--- src/design/kwm_pkg.sv ---
// shared types and constants for the k-way sorted merge engine
`timescale 1ns / 1ps

package kwm_pkg;

	// default geometry
	localparam int WAYS_DEF  = 8;
	localparam int DEPTH_DEF = 16;

	// fixed field widths
	localparam int DATA_W = 32;
	localparam int IDX_W  = 3;

	// operation codes on the input tuser
	localparam logic FUNC_PUSH = 1'b0;
	localparam logic FUNC_POP  = 1'b1;

	// result status codes
	typedef enum logic [1:0] {
		ST_OK    = 2'd0,
		ST_EMPTY = 2'd1,
		ST_FULL  = 2'd2
	} status_t;

	// control from the sequencer to the shared comparator
	typedef struct packed {
		logic clear;
		logic cand;
	} best_ctl_t;

endpackage

--- src/design/kwm_mem.sv ---
// entry store for all ways: one write port, one registered read port
`timescale 1ns / 1ps

module kwm_mem #(
	parameter int AW = 7
) (
	input  logic                       clk,
	input  logic                       we,
	input  logic [AW-1:0]              waddr,
	input  logic [kwm_pkg::DATA_W-1:0] wdata,
	input  logic                       re,
	input  logic [AW-1:0]              raddr,
	output logic [kwm_pkg::DATA_W-1:0] rdata
);

	localparam int ENTRIES = 1 << AW;

	logic [kwm_pkg::DATA_W-1:0] mem_q [ENTRIES];
	logic [kwm_pkg::DATA_W-1:0] rdata_q;

	// write port
	always_ff @(posedge clk) begin
		if (we) begin
			mem_q[waddr] <= wdata;
		end
	end

	// registered read port
	always_ff @(posedge clk) begin
		if (re) begin
			rdata_q <= mem_q[raddr];
		end
	end

	assign rdata = rdata_q;

endmodule

--- src/design/kwm_best.sv ---
// shared signed comparator that keeps the smallest head seen during a scan
`timescale 1ns / 1ps

module kwm_best #(
	parameter int WAY_W = 3
) (
	input  logic                       clk,
	input  logic                       arst_n,
	input  kwm_pkg::best_ctl_t         ctl,
	input  logic [kwm_pkg::DATA_W-1:0] cand_val,
	input  logic [WAY_W-1:0]           cand_way,
	output logic                       found,
	output logic [kwm_pkg::DATA_W-1:0] best_val,
	output logic [WAY_W-1:0]           best_way
);

	logic                       found_q;
	logic [kwm_pkg::DATA_W-1:0] best_val_q;
	logic [WAY_W-1:0]           best_way_q;
	logic                       take;

	// ties go to the later (higher) way
	assign take = ctl.cand && (!found_q || ($signed(cand_val) <= $signed(best_val_q)));

	// found flag
	always_ff @(posedge clk or negedge arst_n) begin
		if (!arst_n) begin
			found_q <= 1'b0;
		end else if (ctl.clear) begin
			found_q <= 1'b0;
		end else if (ctl.cand) begin
			found_q <= 1'b1;
		end
	end

	// best value and its way
	always_ff @(posedge clk or negedge arst_n) begin
		if (!arst_n) begin
			best_val_q <= '0;
			best_way_q <= '0;
		end else if (take) begin
			best_val_q <= cand_val;
			best_way_q <= cand_way;
		end
	end

	assign found    = found_q;
	assign best_val = best_val_q;
	assign best_way = best_way_q;

	// a candidate always leaves a best entry behind
	a_cand_found: assert property (@(posedge clk) disable iff (!arst_n)
		ctl.cand && !ctl.clear |=> found_q)
		else $error("candidate did not set found");

	// a taken candidate becomes the kept minimum
	a_take_val: assert property (@(posedge clk) disable iff (!arst_n)
		take && !ctl.clear |=> best_val_q == $past(cand_val))
		else $error("best value not updated");

endmodule

--- src/design/k_way_sorted_merge.sv ---
// top level of the k-way sorted merge engine: sequencer, way pointers, result register
//
// channel | direction | tdata                          | tuser
// s_*     | in        | list_index[2:0] value[34:3]    | func[0]
// m_*     | out       | merged_value[31:0]             | valid_res[0] status[2:1]
//
// a push goes through S_PUSH; a pop scans one head per way through the single memory
// read port and comparator, then passes S_DRAIN, S_LOAD and S_RESULT.
// reset clears all way pointers and fill counts; the entry store is not cleared.
// ready is high only while the sequencer is idle; a finished result waits in the
// output register; S_PUSH and S_RESULT wait until the master side takes that beat.
`timescale 1ns / 1ps

module k_way_sorted_merge #(
	parameter int WAYS  = kwm_pkg::WAYS_DEF,
	parameter int DEPTH = kwm_pkg::DEPTH_DEF
) (
	input  logic        clk,
	input  logic        arst_n,
	input  logic        s_tvalid,
	output logic        s_tready,
	input  logic [39:0] s_tdata,  // list_index[2:0], value[34:3], zero pad
	input  logic [0:0]  s_tuser,  // func[0]
	output logic        m_tvalid,
	input  logic        m_tready,
	output logic [31:0] m_tdata,  // merged_value[31:0]
	output logic [2:0]  m_tuser   // valid_res[0], status[2:1]
);

	localparam int WAY_W = $clog2(WAYS);
	localparam int PTR_W = (DEPTH > 1) ? $clog2(DEPTH) : 1;
	localparam int CNT_W = $clog2(DEPTH + 1);
	localparam int SUM_W = CNT_W + 1;
	localparam int AW    = WAY_W + PTR_W;
	localparam logic [WAY_W-1:0] LAST_WAY = WAY_W'(WAYS - 1);
	localparam logic [CNT_W-1:0] DEPTH_C  = CNT_W'(DEPTH);

	typedef enum logic [2:0] {
		S_IDLE,
		S_PUSH,
		S_SCAN,
		S_DRAIN,
		S_LOAD,
		S_RESULT
	} state_t;

	state_t                     state_q;
	logic [WAY_W-1:0]           idx_q;
	logic                       push_ok_q;
	logic [kwm_pkg::DATA_W-1:0] value_q;
	logic [PTR_W-1:0]           head_q [WAYS];
	logic [CNT_W-1:0]           cnt_q [WAYS];
	logic                       rd_valid_s1;
	logic [WAY_W-1:0]           rd_way_s1;
	logic                       m_tvalid_q;
	logic [31:0]                m_tdata_q;
	logic [2:0]                 m_tuser_q;

	logic [PTR_W-1:0]           head_sel;
	logic [CNT_W-1:0]           cnt_sel;
	logic [SUM_W-1:0]           tail_sum;
	logic [PTR_W-1:0]           tail_sel;
	logic [PTR_W:0]             head_inc;
	logic [PTR_W-1:0]           head_nxt;
	logic                       push_full;
	logic                       out_free;
	logic                       res_load;
	logic                       mem_we;
	logic                       mem_re;
	logic [kwm_pkg::DATA_W-1:0] mem_rdata;
	kwm_pkg::best_ctl_t         best_ctl;
	logic                       best_found;
	logic [kwm_pkg::DATA_W-1:0] best_val;
	logic [WAY_W-1:0]           best_way;

	// selected way pointers and wrap arithmetic
	assign head_sel  = head_q[idx_q];
	assign cnt_sel   = cnt_q[idx_q];
	assign tail_sum  = SUM_W'(head_sel) + SUM_W'(cnt_sel);
	assign tail_sel  = (tail_sum >= SUM_W'(DEPTH)) ? PTR_W'(tail_sum - SUM_W'(DEPTH))
	                                               : PTR_W'(tail_sum);
	assign head_inc  = {1'b0, head_sel} + (PTR_W + 1)'(1);
	assign head_nxt  = (head_inc >= (PTR_W + 1)'(DEPTH)) ? '0 : head_inc[PTR_W-1:0];
	assign push_full = !push_ok_q || (cnt_sel == DEPTH_C);

	// handshake
	assign s_tready = (state_q == S_IDLE);
	assign out_free = !m_tvalid_q || m_tready;

	// result register load
	assign res_load = ((state_q == S_PUSH) || (state_q == S_RESULT)) && out_free;

	// memory control
	assign mem_we = (state_q == S_PUSH) && out_free && !push_full;
	assign mem_re = (state_q == S_SCAN) && (cnt_sel != '0);

	// comparator control
	assign best_ctl.clear = s_tvalid && s_tready && (s_tuser[0] == kwm_pkg::FUNC_POP);
	assign best_ctl.cand  = rd_valid_s1;

	kwm_mem #(
		.AW(AW)
	) u_mem (
		.clk   (clk),
		.we    (mem_we),
		.waddr ({idx_q, tail_sel}),
		.wdata (value_q),
		.re    (mem_re),
		.raddr ({idx_q, head_sel}),
		.rdata (mem_rdata)
	);

	kwm_best #(
		.WAY_W(WAY_W)
	) u_best (
		.clk      (clk),
		.arst_n   (arst_n),
		.ctl      (best_ctl),
		.cand_val (mem_rdata),
		.cand_way (rd_way_s1),
		.found    (best_found),
		.best_val (best_val),
		.best_way (best_way)
	);

	// input payload capture
	always_ff @(posedge clk) begin
		if (s_tvalid && s_tready) begin
			value_q <= s_tdata[34:3];
		end
	end

	// sequencer, way pointers and result register
	always_ff @(posedge clk or negedge arst_n) begin
		if (!arst_n) begin
			state_q     <= S_IDLE;
			idx_q       <= '0;
			push_ok_q   <= 1'b0;
			rd_valid_s1 <= 1'b0;
			rd_way_s1   <= '0;
			m_tvalid_q  <= 1'b0;
			m_tdata_q   <= '0;
			m_tuser_q   <= '0;
			for (int w = 0; w < WAYS; w++) begin
				head_q[w] <= '0;
				cnt_q[w]  <= '0;
			end
		end else begin
			rd_valid_s1 <= mem_re;
			rd_way_s1   <= idx_q;
			if (res_load) begin
				m_tvalid_q <= 1'b1;
			end else if (m_tvalid_q && m_tready) begin
				m_tvalid_q <= 1'b0;
			end
			unique case (state_q)
				S_IDLE: begin
					if (s_tvalid) begin
						if (s_tuser[0] == kwm_pkg::FUNC_POP) begin
							idx_q   <= '0;
							state_q <= S_SCAN;
						end else begin
							idx_q     <= WAY_W'(s_tdata[2:0]);
							push_ok_q <= (int'(s_tdata[2:0]) < WAYS);
							state_q   <= S_PUSH;
						end
					end
				end
				S_PUSH: begin
					if (out_free) begin
						m_tdata_q  <= '0;
						if (push_full) begin
							m_tuser_q <= {kwm_pkg::ST_FULL, 1'b0};
						end else begin
							cnt_q[idx_q] <= cnt_sel + CNT_W'(1);
							m_tuser_q    <= {kwm_pkg::ST_OK, 1'b0};
						end
						state_q <= S_IDLE;
					end
				end
				S_SCAN: begin
					if (idx_q == LAST_WAY) begin
						state_q <= S_DRAIN;
					end else begin
						idx_q <= idx_q + WAY_W'(1);
					end
				end
				S_DRAIN: begin
					state_q <= S_LOAD;
				end
				S_LOAD: begin
					idx_q   <= best_way;
					state_q <= S_RESULT;
				end
				S_RESULT: begin
					if (out_free) begin
						if (best_found) begin
							head_q[idx_q] <= head_nxt;
							cnt_q[idx_q]  <= cnt_sel - CNT_W'(1);
							m_tdata_q     <= best_val;
							m_tuser_q     <= {kwm_pkg::ST_OK, 1'b1};
						end else begin
							m_tdata_q <= '0;
							m_tuser_q <= {kwm_pkg::ST_EMPTY, 1'b0};
						end
						state_q <= S_IDLE;
					end
				end
				default: begin
					state_q <= S_IDLE;
				end
			endcase
		end
	end

	assign m_tvalid = m_tvalid_q;
	assign m_tdata  = m_tdata_q;
	assign m_tuser  = m_tuser_q;

	// the selected way never holds more than its depth
	a_cnt_bound: assert property (@(posedge clk) disable iff (!arst_n)
		cnt_sel <= DEPTH_C)
		else $error("fill count above depth");

	// a popped value always carries ok status
	a_valid_ok: assert property (@(posedge clk) disable iff (!arst_n)
		m_tvalid && m_tuser[0] |-> m_tuser[2:1] == kwm_pkg::ST_OK)
		else $error("valid result with error status");

	// no value on a beat without valid_res
	a_zero_data: assert property (@(posedge clk) disable iff (!arst_n)
		m_tvalid && !m_tuser[0] |-> m_tdata == '0)
		else $error("data on a beat without a popped value");

	// one item at a time
	a_one_item: assert property (@(posedge clk) disable iff (!arst_n)
		s_tvalid && s_tready |=> !s_tready)
		else $error("second item accepted while busy");

endmodule

--- config.mk ---
export PLATFORM = sky130hd
export DESIGN_NAME = k_way_sorted_merge
export DESIGN_NICKNAME = d
export VERILOG_FILES = /design/src/design/kwm_pkg.sv /design/src/design/kwm_mem.sv /design/src/design/kwm_best.sv /design/src/design/k_way_sorted_merge.sv
export SDC_FILE = /design/constraint.sdc
export NUM_CORES = 2
export LEC_CHECK = 0
export BUFFER_PORTS_ARGS = -buffer_cell sky130_fd_sc_hd__buf_2
export CELL_PAD_IN_SITES_DETAIL_PLACEMENT = 0
export CELL_PAD_IN_SITES_GLOBAL_PLACEMENT = 1
export CORE_MARGIN = 2
export CORE_UTILIZATION = 35
export CTS_BUF_LIST = sky130_fd_sc_hd__clkbuf_8
export DETAILED_ROUTE_END_ITERATION = 12
export GPL_TIMING_DRIVEN = 0
export PLACE_DENSITY = 0.53
export SYNTH_ARGS = -nofsm -noshare
export SYNTH_HDL_FRONTEND = slang
export SYNTH_HIERARCHICAL = 1
export SYNTH_SLANG_ARGS = --single-unit
--- constraint.sdc ---
create_clock -name clk -period 5.8 [get_ports clk]
set_input_delay 0 -clock clk [delete_from_list [all_inputs] [get_ports clk]]
set_output_delay 0 -clock clk [all_outputs]
set_load 0.005 [all_outputs]
==> results.md <==
Floorplanning:
- The core area is 475,000 µm².
- The floorplan step defined a die boundary enclosing 481,000 µm².
- The initial utilization of the core area, before any placement, comes to 0.351.
- The number of rows created at floorplan is 253.
- Measured along the x axis, the die boundary spans 694 µm.
- The number of primary I/O pins is 82.
- The vertical die dimension is 694 µm.

Global routing:
- Entering global routing, the biggest net connects 79 pins.
- For this run, the total global-route usage over all layers was measured as 0.198.
- The number of global-route vias before repair is 83,900.
- The number of antenna violations at the first check in global routing came to 77.
- The total overflow reported by the global router is 0.
- The global-route wire length before repair is 666 mm.

STA:
- The number of slew-limit violations in the final report is 0.
- Measured against its own limit, the worst slew margin works out to 0.123.
- The transition time at the pin with the least slew margin is 1.31 ns.
- The count of endpoints failing setup in the final report is 0.
- The final critical delay including setup and external delays is 5.72 ns.
- Between clock sinks in the finished design, the worst skew comes to 0.0438 ns.
- The final cycle utilization of the critical path is 0.987.
- For this run, the top clock speed supported by timing is 175 MHz.
- The number of endpoints with negative hold slack in the final report is 0.
- The worst hold slack is 0.150 ns.

Detailed routing:
- The via count is 81,000.
- The number of nets still failing antenna checks after routing is 0.
- The first detailed-routing pass ran for 7 iterations.
- The average wire length per cell after detail routing is 32.0 µm.
- The final layout contains routed wiring with a total length of 484 mm.
- The DRC violation count after routing is 0.
- The number of vias per cell after detailed routing is 5.36.
- The number of DRC markers in iteration 0 is 9,129.

Logic synthesis:
- By area, the combinational part of the netlist is dominated by multiplexers.
- The number of instances in the synthesized netlist is 6,817.
- The share of the synthesized area in the top cell type is 0.750.
- By count the netlist is led by sky130_fd_sc_hd__edfxtp_1 (4,160), sky130_fd_sc_hd__mux4_2 (1,350), sky130_fd_sc_hd__clkbuf_1 (211).
- By instance count, the leading cell after synthesis is sky130_fd_sc_hd__edfxtp_1.
- In this run, distinct cell masters in the synthesized netlist total 71.
- The share of cell area taken by muxes after synthesis is 0.191.
- Of the total synthesized cell area, the portion taken by XOR and XNOR cells is 0.000421.
- Counting flops with a built-in enable in the synthesized netlist gives 4,160.
- The share of the synthesized area in compound gates (AO/OA/AOI/OAI) is 0.0118.
- By area the synthesized netlist is led by sky130_fd_sc_hd__edfxtp_1 (75%), sky130_fd_sc_hd__mux4_2 (18%), sky130_fd_sc_hd__dfrtp_1 (2.3%).
- The mapped netlist covers 167,000 µm².
- For this run, the number of Yosys warnings is 6.
- The number of storage elements in the synthesis netlist is 4,315.
- When the netlist entered floorplanning its net count stood at 6,904.
- The area fraction in and, or, nand and nor cells after synthesis is 0.00938.
- For this run, the register share of the synthesized area comes to 0.773.
- The fraction of synthesis flops using an asynchronous set or reset pin is 0.0359.
- A synthesized cell averages 24.4 µm².
- The most used flip-flop cell after synthesis is sky130_fd_sc_hd__edfxtp_1.
- The post-synthesis adder-cell area fraction is 0.00320.
- The dominant cell type by area after synthesis is sky130_fd_sc_hd__edfxtp_1.

Critical path:
- The critical path arrival is 6.66 ns.
- The kind of end point of the critical path is a flop.
- STA classifies the critical path startpoint as a flop.
- The peak fanout along the critical path is 22.
- The critical setup path kind is reg2reg.
- The required time of the critical path is 6.73 ns.

Power and ir drop:
- The cell leakage power is 63.1 nW.
- The peak supply drop is 0.000312 V.
- Power spread over the standard cell area amounts to 440 nW/µm².

Hold path:
- The type of the worst min-delay path is in2reg.

Clock tree:
- The cell at the root of the clock tree is sky130_fd_sc_hd__clkbuf_8.
- The maximum buffer depth of the clock tree is 4.
- The number of clock buffers inserted by TritonCTS is 715.
- The H-tree depth reported by CTS is 6.
- The number of clock sinks is 4,315.
- The later pin in the worst-skew pair is clocked with a latency of 1.26 ns.
- After clock tree synthesis, the clock-pin slew on the worst setup and hold paths is 0.06 ns.
- The TritonCTS clock tree is built.

Layout:
- The ratio of cells with drive above 1 in the final layout is 0.376.
- Once layout is done, the placed cells without fillers occupy 201,000 µm².
- After filler insertion, the fill cell instance count of the layout stands at 40,900.
- The final layout contains 8,348 nets.
- From synthesis to final layout, the design area changed by 20.4%.

Placement:
- The final estimated routing congestion in global placement is 0.836.
- The placed instances occupy a cell area of 183,000 µm².
- The wire-length estimate of the detail-placed layout is 336 mm.
- The number of buffers added on ports is 76.

Run:
- The number of max-cap violations is 0.

Outcome:
- The run finished with clean final reports.
stage by stage:
step	total power (W)	utilization	cells	worst slack, ns	setup TNS (ns)
2_1_floorplan	0.0520	-	6817	-0.196	-12.53
6_report	0.0883	0.423	15100	0.0755	0
5_1_grt	0.0916	0.423	15100	-0.00598	-0.00995
3_3_place_gp	0.0624	0.368	13100	-6.55	-
3_5_place_dp	0.0642	0.386	13500	-2.08	-5985.51
4_1_cts	0.0891	0.421	15000	-0.449	-130.02
repair_timing:
item	4_1_cts	5_1_grt
gates resized for setup	131	193
pin swaps	84	20
endpoints found under the hold margin	321	0
hold buffers	105	0
gates cloned	4	0
setup buffers	171	59
endpoints found under the setup margin	4128	3549
cell usage in the layout (no fill, tap or decap), types with 40 or more instances in the layout:
master                          count
sky130_fd_sc_hd__buf_12           192
sky130_fd_sc_hd__buf_16           186
sky130_fd_sc_hd__buf_2            136
sky130_fd_sc_hd__buf_4            173
sky130_fd_sc_hd__clkbuf_1         131
sky130_fd_sc_hd__clkbuf_2          69
sky130_fd_sc_hd__clkbuf_8         738
sky130_fd_sc_hd__clkinv_1         180
sky130_fd_sc_hd__clkinv_2          47
sky130_fd_sc_hd__dfrtp_1          152
sky130_fd_sc_hd__dlygate4sd3_1    104
sky130_fd_sc_hd__edfxtp_1        4160
sky130_fd_sc_hd__ha_1              40
sky130_fd_sc_hd__inv_1            297
sky130_fd_sc_hd__mux2_1            43
sky130_fd_sc_hd__mux2_2            51
sky130_fd_sc_hd__mux4_2          1350
sky130_fd_sc_hd__nand2_1           80
sky130_fd_sc_hd__nor2_4           122
final timing paths:
check	start	to	slack, ns	depth (start not counted)
setup reg to reg	idx_q[0]	u_mem/mem_q[27][13]	0.08	14
hold / removal	s_tdata[7]	value_q[4]	0.15	3
min in group asynchronous	arst_n	state_q[0]	0.40	5
hold reg to reg	m_tuser[0]	m_tuser[0]	0.48	1
setup / recovery	idx_q[0]	u_mem/mem_q[27][13]	0.08	14
max in group asynchronous	arst_n	cnt_q[18]	4.66	6
where the power goes:
part	total [W]	switching [W]	leakage (nW)	internal [W]
sequential	0.0375	0.000706	39.4	0.0368
combinational	0.0263	0.0157	16.3	0.0106
clock	0.0245	0.0122	7.41	0.0122
total	0.0883	0.0287	63.1	0.0596
flip-flops by register name (all words and copies together), names as in the netlist, named ones only:
name             cells
u_mem/mem_q       4096
cnt_q               32
head_q              32
m_tdata             32
u_best/best_val     32
u_mem/rdata         32
value_q             32
idx_q                3
m_tuser              3
rd_way_s1            3
state_q              3
u_best/best_way      3
m_tvalid             1
push_ok_q            1
rd_valid_s1          1
u_best/found         1
cells by family after synthesis:
family / after synthesis
AO/OA/AOI/OAI: 223
XOR/XNOR: 8
adder cells (fa/ha/maj): 42
buffers and inverters: 420
flip-flops: 4315
multiplexers: 1472
AND/OR/NAND/NOR: 337
routing by layer:
metal	GRT usage	routed length (µm)	vias up
met3	0.0346	33300	592
met5	0	0	-
li1	-	-	32700
met1	0.273	203000	44600
met4	0.0549	12400	0
met2	0.326	235000	3035
worst max-delay path: stages (launching register included):
cell and delay [ns]:
sky130_fd_sc_hd__dfrtp_2 0.43, sky130_fd_sc_hd__buf_2 0.33, sky130_fd_sc_hd__mux4_2 0.56, sky130_fd_sc_hd__mux2i_1 0.32
sky130_fd_sc_hd__clkbuf_2 0.33, sky130_fd_sc_hd__inv_1 0.14, sky130_fd_sc_hd__ha_2 0.20, sky130_fd_sc_hd__inv_1 0.07
sky130_fd_sc_hd__fa_1 0.46, sky130_fd_sc_hd__clkinvlp_4 0.37, sky130_fd_sc_hd__nor2b_1 0.40, sky130_fd_sc_hd__nand3_2 0.49
sky130_fd_sc_hd__buf_6 0.44, sky130_fd_sc_hd__nor2_4 0.49, sky130_fd_sc_hd__buf_12 0.27
final cells by class:
| class | count | area, µm² | share of cell area |
|---|---|---|---|
| antenna | 28 | 70.1 | 0.000349 |
| buffer | 369 | 2130 | 0.0106 |
| clock buffer | 733 | 10100 | 0.0503 |
| clock inverter | 542 | 2710 | 0.0135 |
| inverter | 48 | 184 | 0.000917 |
| multi-input combinational | 2086 | 37100 | 0.185 |
| sequential | 4315 | 129000 | 0.642 |
| tap | 6247 | 7820 | 0.0390 |
| timing repair buffer | 726 | 11700 | 0.0584 |
No activity file was read; power rests on OpenSTA's default activity.
